<file path="src/rtl/mpe_pkg.sv">
`timescale 1ns / 1ps
// ----------------------------------------------------------------------------
// mpe_pkg
// Shared types and constants of the midpoint ellipse point generator.
// ----------------------------------------------------------------------------
package mpe_pkg;

  // Fixed field widths of the stream words
  localparam int unsigned CORNER_BITS   = 12;
  localparam int unsigned OUT_BITS      = 14;
  localparam int unsigned IN_DATA_BITS  = 4 * CORNER_BITS;
  localparam int unsigned OUT_DATA_BITS = 4 * OUT_BITS;

  // Command codes carried on the input tuser bit
  localparam logic CMD_START = 1'b0;
  localparam logic CMD_NEXT  = 1'b1;

  // Sequencer states
  typedef enum logic [3:0] {
    ST_IDLE,    // wait for a command
    ST_SQ_RX,   // multiply rx * rx
    ST_SQ_RY,   // multiply ry * ry
    ST_RX2RY,   // multiply rx^2 * ry
    ST_SEED1,   // seed region one
    ST_TX2,     // multiply (2x+1)^2
    ST_RYTX,    // multiply ry^2 * (2x+1)^2
    ST_YM2,     // multiply (y-1)^2
    ST_RXYM,    // multiply rx^2 * (y-1)^2
    ST_RXRY,    // multiply rx^2 * ry^2
    ST_SEED2,   // finish region two seed
    ST_STEP_A,  // emit group, step offsets and slopes
    ST_STEP_B   // finish decision update
  } state_e;

endpackage

</file>
<file path="src/rtl/mpe_mul.sv">
`timescale 1ns / 1ps
// ----------------------------------------------------------------------------
// mpe_mul
// Shared signed multiplier with a registered product.
// ----------------------------------------------------------------------------
module mpe_mul #(
  parameter int unsigned AW = 29,
  parameter int unsigned BW = 23
) (
  input  logic                      clk_i,
  input  logic signed [AW-1:0]      a_i,
  input  logic signed [BW-1:0]      b_i,
  output logic signed [AW+BW-1:0]   p_o
);

  logic signed [AW+BW-1:0] p_d;
  logic signed [AW+BW-1:0] p_q;

  // Form the full product
  assign p_d = (AW+BW)'(a_i) * (AW+BW)'(b_i);

  // Register the product
  always_ff @(posedge clk_i) begin
    p_q <= p_d;
  end

  assign p_o = p_q;

endmodule

</file>
<file path="src/rtl/midpoint_ellipse_point_generator_core.sv">
`timescale 1ns / 1ps
// ----------------------------------------------------------------------------
// midpoint_ellipse_point_generator_core
// Two-region midpoint ellipse outline generator, one group of four mirrored
// points per next command.
// ----------------------------------------------------------------------------
// A start word (tuser = 0) takes two bounding corners, forms the floored
// centre and radii of at least 1, and seeds the outline; it returns no word
// and the port is ready again after states SQ_RX to SEED1. Each next word
// (tuser = 1) returns one result word of four points, with tlast on the
// final group; a further word can be taken in ST_STEP_B, after ST_STEP_A
// has passed its group to a free output, the decision update being split
// over the single wide adder in two steps. The one next word that crosses
// into region two first runs its seed through the shared multiplier for
// five products. A next word taken while no ellipse is active returns nothing.
// ----------------------------------------------------------------------------
module midpoint_ellipse_point_generator_core #(
  parameter int unsigned COORD_BITS = 12
) (
  input  logic                                clk_i,
  input  logic                                rst_ni,
  // corner_a_x, corner_a_y, corner_b_x, corner_b_y
  input  logic [mpe_pkg::IN_DATA_BITS-1:0]    s_axis_tdata_i,
  // command
  input  logic                                s_axis_tuser_i,
  input  logic                                s_axis_tvalid_i,
  output logic                                s_axis_tready_o,
  // right_x, left_x, lower_y, upper_y
  output logic [mpe_pkg::OUT_DATA_BITS-1:0]   m_axis_tdata_o,
  // done_res
  output logic                                m_axis_tlast_o,
  output logic                                m_axis_tvalid_o,
  input  logic                                m_axis_tready_i
);

  localparam int unsigned CB  = mpe_pkg::CORNER_BITS;
  localparam int unsigned OB  = mpe_pkg::OUT_BITS;
  localparam int unsigned R   = COORD_BITS - 1;    // radius bits
  localparam int unsigned SQW = 2 * R;             // radius squared bits
  localparam int unsigned OW  = R + 2;             // signed offset bits
  localparam int unsigned SW  = 3 * R + 4;         // signed slope bits
  localparam int unsigned DW  = 4 * R + 6;         // signed decision bits
  localparam int unsigned AW  = 2 * R + 7;         // multiplier operand a
  localparam int unsigned BW  = 2 * R + 1;         // multiplier operand b
  localparam int unsigned PW  = AW + BW;
  localparam int unsigned OUT_DATA_BITS_L = mpe_pkg::OUT_DATA_BITS;

  mpe_pkg::state_e state_q, state_d;

  // control
  logic active_q, active_d;
  logic reg2_q, reg2_d;
  logic out_valid_q, out_valid_d;

  // ellipse state
  logic [COORD_BITS-1:0]  cx_q, cy_q;
  logic [R-1:0]           rx_q, ry_q;
  logic [SQW-1:0]         rxsq_q, rysq_q;
  logic signed [OW-1:0]   ox_q, oy_q;
  logic signed [SW-1:0]   sx_q, sy_q;
  logic signed [DW-1:0]   dec_q;
  logic                   add_sx_q, sub_sy_q;
  logic [OUT_DATA_BITS_L-1:0] out_data_q;
  logic                   out_last_q;

  // handshakes
  logic s_acc, is_start, out_free;
  assign s_acc    = s_axis_tvalid_i && s_axis_tready_o;
  assign is_start = (s_axis_tuser_i == mpe_pkg::CMD_START);
  assign out_free = !out_valid_q || m_axis_tready_i;

  // corners trimmed to the coordinate width
  logic [COORD_BITS-1:0] ax, ay, bx, by;
  assign ax = COORD_BITS'(s_axis_tdata_i[CB-1:0]);
  assign ay = COORD_BITS'(s_axis_tdata_i[2*CB-1:CB]);
  assign bx = COORD_BITS'(s_axis_tdata_i[3*CB-1:2*CB]);
  assign by = COORD_BITS'(s_axis_tdata_i[4*CB-1:3*CB]);

  // sort each axis and form span, radius and centre
  logic [COORD_BITS-1:0] lo_x, hi_x, lo_y, hi_y, span_x, span_y;
  logic [COORD_BITS:0]   sum_x, sum_y;
  logic [R-1:0]          rx_new, ry_new;
  always_comb begin
    lo_x   = (ax < bx) ? ax : bx;
    hi_x   = (ax < bx) ? bx : ax;
    lo_y   = (ay < by) ? ay : by;
    hi_y   = (ay < by) ? by : ay;
    span_x = hi_x - lo_x;
    span_y = hi_y - lo_y;
    sum_x  = {1'b0, lo_x} + {1'b0, hi_x};
    sum_y  = {1'b0, lo_y} + {1'b0, hi_y};
    rx_new = span_x[COORD_BITS-1:1];
    ry_new = span_y[COORD_BITS-1:1];
    if (rx_new == '0) begin
      rx_new = R'(1);
    end
    if (ry_new == '0) begin
      ry_new = R'(1);
    end
  end

  // decision flags of the current step
  logic dec_neg, dec_pos, step_done;
  logic signed [OW:0]   tx;
  logic signed [OW-1:0] ym;
  assign dec_neg   = dec_q[DW-1];
  assign dec_pos   = !dec_neg && (dec_q != '0);
  assign step_done = reg2_q && (oy_q <= 0);
  assign tx        = $signed({ox_q, 1'b1});
  assign ym        = oy_q - OW'(1);

  // shared multiplier
  logic signed [AW-1:0] mul_a;
  logic signed [BW-1:0] mul_b;
  logic signed [PW-1:0] mul_p;

  mpe_mul #(
    .AW (AW),
    .BW (BW)
  ) u_mul (
    .clk_i (clk_i),
    .a_i   (mul_a),
    .b_i   (mul_b),
    .p_o   (mul_p)
  );

  // select multiplier operands per sequencer step
  always_comb begin
    mul_a = '0;
    mul_b = '0;
    case (state_q)
      mpe_pkg::ST_SQ_RX: begin
        mul_a = AW'($signed({1'b0, rx_q}));
        mul_b = BW'($signed({1'b0, rx_q}));
      end
      mpe_pkg::ST_SQ_RY: begin
        mul_a = AW'($signed({1'b0, ry_q}));
        mul_b = BW'($signed({1'b0, ry_q}));
      end
      mpe_pkg::ST_RX2RY: begin
        mul_a = AW'($signed({1'b0, rxsq_q}));
        mul_b = BW'($signed({1'b0, ry_q}));
      end
      mpe_pkg::ST_TX2: begin
        mul_a = AW'(tx);
        mul_b = BW'(tx);
      end
      mpe_pkg::ST_RYTX: begin
        mul_a = AW'(mul_p);
        mul_b = BW'($signed({1'b0, rysq_q}));
      end
      mpe_pkg::ST_YM2: begin
        mul_a = AW'(ym);
        mul_b = BW'(ym);
      end
      mpe_pkg::ST_RXYM: begin
        mul_a = AW'(mul_p);
        mul_b = BW'($signed({1'b0, rxsq_q}));
      end
      mpe_pkg::ST_RXRY: begin
        mul_a = AW'($signed({1'b0, rxsq_q}));
        mul_b = BW'($signed({1'b0, rysq_q}));
      end
      default: begin
        mul_a = '0;
        mul_b = '0;
      end
    endcase
  end

  // next state
  always_comb begin
    state_d = state_q;
    case (state_q)
      mpe_pkg::ST_IDLE, mpe_pkg::ST_STEP_B: begin
        state_d = mpe_pkg::ST_IDLE;
        if (s_acc) begin
          if (is_start) begin
            state_d = mpe_pkg::ST_SQ_RX;
          end else if (!active_q) begin
            state_d = mpe_pkg::ST_IDLE;
          end else if (!reg2_q && (sx_q < sy_q)) begin
            state_d = mpe_pkg::ST_STEP_A;
          end else if (!reg2_q) begin
            state_d = mpe_pkg::ST_TX2;
          end else begin
            state_d = mpe_pkg::ST_STEP_A;
          end
        end
      end
      mpe_pkg::ST_SQ_RX: state_d = mpe_pkg::ST_SQ_RY;
      mpe_pkg::ST_SQ_RY: state_d = mpe_pkg::ST_RX2RY;
      mpe_pkg::ST_RX2RY: state_d = mpe_pkg::ST_SEED1;
      mpe_pkg::ST_SEED1: state_d = mpe_pkg::ST_IDLE;
      mpe_pkg::ST_TX2:   state_d = mpe_pkg::ST_RYTX;
      mpe_pkg::ST_RYTX:  state_d = mpe_pkg::ST_YM2;
      mpe_pkg::ST_YM2:   state_d = mpe_pkg::ST_RXYM;
      mpe_pkg::ST_RXYM:  state_d = mpe_pkg::ST_RXRY;
      mpe_pkg::ST_RXRY:  state_d = mpe_pkg::ST_SEED2;
      mpe_pkg::ST_SEED2: state_d = mpe_pkg::ST_STEP_A;
      mpe_pkg::ST_STEP_A: begin
        state_d = out_free ? mpe_pkg::ST_STEP_B : mpe_pkg::ST_STEP_A;
      end
      default: state_d = mpe_pkg::ST_IDLE;
    endcase
  end

  // control outputs and flags
  always_comb begin
    s_axis_tready_o = (state_q == mpe_pkg::ST_IDLE) || (state_q == mpe_pkg::ST_STEP_B);
    active_d        = active_q;
    reg2_d          = reg2_q;
    out_valid_d     = out_valid_q && !m_axis_tready_i;
    case (state_q)
      mpe_pkg::ST_SEED1: begin
        active_d = 1'b1;
        reg2_d   = 1'b0;
      end
      mpe_pkg::ST_SEED2: begin
        reg2_d = 1'b1;
      end
      mpe_pkg::ST_STEP_A: begin
        if (out_free) begin
          out_valid_d = 1'b1;
          if (step_done) begin
            active_d = 1'b0;
          end
        end
      end
      default: begin
        active_d = active_q;
      end
    endcase
  end

  // control registers
  always_ff @(posedge clk_i or negedge rst_ni) begin
    if (!rst_ni) begin
      state_q     <= mpe_pkg::ST_IDLE;
      active_q    <= 1'b0;
      reg2_q      <= 1'b0;
      out_valid_q <= 1'b0;
    end else begin
      state_q     <= state_d;
      active_q    <= active_d;
      reg2_q      <= reg2_d;
      out_valid_q <= out_valid_d;
    end
  end

  // result word of the current offsets
  logic [OB-1:0] right_x, left_x, lower_y, upper_y;
  assign right_x = OB'(cx_q) + OB'(ox_q);
  assign left_x  = OB'(cx_q) - OB'(ox_q);
  assign lower_y = OB'(cy_q) + OB'(oy_q);
  assign upper_y = OB'(cy_q) - OB'(oy_q);

  // datapath registers
  always_ff @(posedge clk_i) begin
    // capture radii and centre on a start word
    if (s_acc && is_start) begin
      rx_q <= rx_new;
      ry_q <= ry_new;
      cx_q <= sum_x[COORD_BITS:1];
      cy_q <= sum_y[COORD_BITS:1];
    end
    case (state_q)
      mpe_pkg::ST_SQ_RY: begin
        rxsq_q <= mul_p[SQW-1:0];
      end
      mpe_pkg::ST_RX2RY: begin
        rysq_q <= mul_p[SQW-1:0];
      end
      mpe_pkg::ST_SEED1: begin
        ox_q  <= '0;
        oy_q  <= OW'(ry_q);
        sx_q  <= '0;
        sy_q  <= SW'(mul_p) <<< 1;
        dec_q <= DW'({rysq_q, 2'b00}) - (DW'(mul_p) <<< 2) + DW'(rxsq_q);
      end
      mpe_pkg::ST_YM2: begin
        dec_q <= DW'(mul_p);
      end
      mpe_pkg::ST_RXRY: begin
        dec_q <= dec_q + (DW'(mul_p) <<< 2);
      end
      mpe_pkg::ST_SEED2: begin
        dec_q <= dec_q - (DW'(mul_p) <<< 2);
      end
      mpe_pkg::ST_STEP_A: begin
        if (out_free) begin
          out_data_q <= {upper_y, lower_y, left_x, right_x};
          out_last_q <= step_done;
          if (!reg2_q) begin
            // region one: always step x, step y on a non-negative decision
            ox_q     <= ox_q + OW'(1);
            sx_q     <= sx_q + SW'({rysq_q, 1'b0});
            dec_q    <= dec_q + DW'({rysq_q, 2'b00});
            add_sx_q <= 1'b1;
            sub_sy_q <= !dec_neg;
            if (!dec_neg) begin
              oy_q <= oy_q - OW'(1);
              sy_q <= sy_q - SW'({rxsq_q, 1'b0});
            end
          end else begin
            // region two: always step y, step x unless the decision is positive
            oy_q     <= oy_q - OW'(1);
            sy_q     <= sy_q - SW'({rxsq_q, 1'b0});
            dec_q    <= dec_q + DW'({rxsq_q, 2'b00});
            add_sx_q <= !dec_pos;
            sub_sy_q <= 1'b1;
            if (!dec_pos) begin
              ox_q <= ox_q + OW'(1);
              sx_q <= sx_q + SW'({rysq_q, 1'b0});
            end
          end
        end
      end
      mpe_pkg::ST_STEP_B: begin
        dec_q <= dec_q
               + (add_sx_q ? (DW'(sx_q) <<< 2) : DW'(0))
               - (sub_sy_q ? (DW'(sy_q) <<< 2) : DW'(0));
      end
      default: begin
        dec_q <= dec_q;
      end
    endcase
  end

  assign m_axis_tvalid_o = out_valid_q;
  assign m_axis_tdata_o  = out_data_q;
  assign m_axis_tlast_o  = out_last_q;

endmodule

</file>
<file path="config.mk">
export PLATFORM = sky130hd
export DESIGN_NAME = midpoint_ellipse_point_generator_core
export DESIGN_NICKNAME = d
export VERILOG_FILES = /design/src/rtl/mpe_pkg.sv /design/src/rtl/mpe_mul.sv /design/src/rtl/midpoint_ellipse_point_generator_core.sv
export SDC_FILE = /design/constraint.sdc
export NUM_CORES = 2
export LEC_CHECK = 0
export ABC_CLOCK_PERIOD_IN_PS = 9000
export BUFFER_PORTS_ARGS = -buffer_cell sky130_fd_sc_hd__clkbuf_2
export CAP_MARGIN = 15
export CORE_MARGIN = 3
export CORE_UTILIZATION = 60
export CTS_BUF_LIST = sky130_fd_sc_hd__clkbuf_4
export CTS_CLUSTER_DIAMETER = 80
export DETAILED_ROUTE_END_ITERATION = 7
export GPL_TIMING_DRIVEN = 1
export MAX_ROUTING_LAYER = met4
export PLACE_DENSITY = 0.76
export SLEW_MARGIN = 20
export SYNTH_ARGS = -nofsm -noshare
export SYNTH_HDL_FRONTEND = slang
export SYNTH_HIERARCHICAL = 1
export SYNTH_SLANG_ARGS = --single-unit
</file>
<file path="constraint.sdc">
create_clock -name clk_i -period 9 [get_ports clk_i]
set_input_delay 1.35 -clock clk_i [delete_from_list [all_inputs] [get_ports clk_i]]
set_output_delay 1.35 -clock clk_i [all_outputs]
set_load 0.01 [all_outputs]
</file>
==> results.sh <==
export IMPL_fin_nets=7931
export IMPL_port_buffers=111
export IMPL_holdBufCountCts=0
export IMPL_cts_sinks=352
export IMPL_regToRegSetupSlack_ns=0.26
export IMPL_cts_tree="built"
export IMPL_drc=0
export IMPL_antenna_found_initial=4
export IMPL_finalCriticalPeriod_ns=8.74
export IMPL_cts_path_max_buffers=3
export IMPL_fin_skew_ns=0.105
export IMPL_slowest_delay_ns=0.53
export IMPL_hold_viol=0
export IMPL_wl_per_cell_um=22.7
export IMPL_worstSetupPathType="flop to flop"
export IMPL_overflow=0
export IMPL_regToRegEndpoint="u_mul/p_o[47]$_DFF_P_"
export IMPL_hpwl_um=145000
export IMPL_avgSynthCellArea_um2=8.79
export IMPL_grt_pass1_vias=49500
export IMPL_crit_top_cell="fa_1"
export IMPL_arrival_ns=9.53
export IMPL_dieArea_mm2=0.0993
export IMPL_routed_wl_um=182000
export IMPL_place_gp_congestion=1.04
export IMPL_synth_nets=7793
export IMPL_drive_gt1_share_pct=8.82
export IMPL_via_per_inst=6.08
export IMPL_path_delay_family="adder cells"
export IMPL_cts_root_buf="clkbuf_4"
export IMPL_die_w_um=315
export IMPL_fin_ws_ns=0.263
export IMPL_initial_core_util_pct=61.0
export IMPL_syn_area_mm2=0.0573
export IMPL_fmax_mhz=114
export IMPL_setup_viol=0
export IMPL_crit_fanout=8
export IMPL_drtAntennaViolNets=0
export IMPL_reg2regPathDepth=32
export IMPL_synth_cells=6526
export IMPL_slew_headroom_pct=32.7
export IMPL_slew_viol_final=0
export IMPL_grt_total_usage_pct=37.8
export IMPL_cp_num_buf_inv=7
export IMPL_first_iter_violations=4844
export IMPL_dp_slack_ns=-0.329
export IMPL_endpoint_kind="flop"
export IMPL_first_pass_iters=7
export IMPL_dr_total_vias=48700
export IMPL_worstReg2RegStart="oy_q[8]$_DFFE_PP_"
export IMPL_ioPinCount=112
export IMPL_slowest_stage="fa_1"
export IMPL_fin_crit_sh_pct=97.1
export IMPL_grt_max_degree=58
export IMPL_hold_path_class="primary input to asynchronous set/reset pin"
export IMPL_required_ns=9.79
export IMPL_die_h_um=315
export IMPL_syn_to_final_growth_pct=7.68
export IMPL_htree_num_levels=3
export IMPL_worst_pin_slew_ns=1.00
export IMPL_num_rows=112
export IMPL_core_mm2=0.0940
export IMPL_crit_path_start_kind="flop"
export IMPL_grt_pass1_wl_um=281000
export IMPL_status="finished, final reports clean"
export IMPL_clk_insertion_delay_late_ns=0.98
export IMPL_path_clk_slew_ns=0.07
export IMPL_yosys_warnings=6
export IMPL_drv_cap=0
export IMPL_cts_buffers=100
export IMPL_nFillCells=7853
worst max path at each step:
stage	from	to	slack, ns	depth (start not counted)
3_5_place_dp	oy_q[8]$_DFFE_PP_	u_mul/p_o[48]$_DFF_P_	-0.33	30
6_report	oy_q[8]$_DFFE_PP_	u_mul/p_o[47]$_DFF_P_	0.26	32
4_1_cts	oy_q[8]$_DFFE_PP_	u_mul/p_o[44]$_DFF_P_	0.003	30
3_3_place_gp	oy_q[6]$_DFFE_PP_	u_mul/p_o[49]$_DFF_P_	-0.08	31
2_1_floorplan	oy_q[5]$_DFFE_PP_	u_mul/p_o[44]$_DFF_P_	0.36	33
5_1_grt	oy_q[8]$_DFFE_PP_	u_mul/p_o[35]$_DFF_P_	-0.04	32
per-layer routing:
| layer | vias to the layer above | global-route usage (%) | routed length (µm) |
|---|---|---|---|
| met5 | - | - | 0 |
| met4 | 0 | 16.2 | 9220 |
| met3 | 520 | 8.24 | 20600 |
| met2 | 2725 | 56.6 | 80600 |
| met1 | 23700 | 49.7 | 71700 |
| li1 | 21800 | - | - |
stage by stage:
step	TNS (ns)	instance area, µm²	instances	utilization [%]	hold WS, ns
2_1_floorplan	0	57300	6526	-	0.466
3_3_place_gp	-0.150	60000	7804	63.9	0.511
5_1_grt	-0.183	61700	8006	65.7	0.227
6_report	0	61800	8007	65.7	0.264
3_5_place_dp	-2.07	60000	7804	63.9	0.520
4_1_cts	0	61400	7989	65.3	0.215
layout make-up:
type                            count  area [µm²]  area share (%)
Multi-Input combinational cell   4719       42100            68.2
Sequential cell                   352       10000            16.3
Timing Repair Buffer              316        2250            3.64
Antenna cell                        7        17.5          0.0284
Inverter                         1175        4410            7.14
Clock buffer                      143        1070            1.74
Clock inverter                     41         270           0.438
Tap cell                         1254        1570            2.54
state kept, by name, indices dropped and copies added (netlist names), 22 cells and up:
name,flops
dec_q,50
u_mul/p_o,50
m_axis_tdata_o,54
rysq_q,22
sy_q,36
rxsq_q,22
sx_q,36
cells in the final DEF, fill, tap and decap left out, types with 38 or more instances in the layout:
cell type,count
fa_1,755
o21bai_1,60
clkbuf_4,143
a21oi_1,324
o21a_1,45
dfxtp_1,50
xor2_1,123
a222oi_1,44
nand2b_1,62
nand4_1,46
edfxtp_1,295
ha_1,450
nor4_1,38
and3_1,44
nor2_1,276
buf_4,189
inv_1,1172
nor3_1,85
xnor2_1,259
clkbuf_2,111
nand3_1,87
nand2_1,686
nor2b_1,48
a21o_1,144
and2_1,354
o21ai_0,231
or3_1,38
repair_timing:
| item | in CTS | in global routing |
|---|---|---|
| gates cloned | 0 | 1 |
| endpoints found under the setup margin | 16 | 22 |
| buffers inserted | 1 | 10 |
| pin swaps | 1 | 13 |
| resized for setup | 10 | 63 |
Power is left out: the tool's default activity adds up to more than one toggle a clock period on the data nets, which glitch-free logic cannot reach.
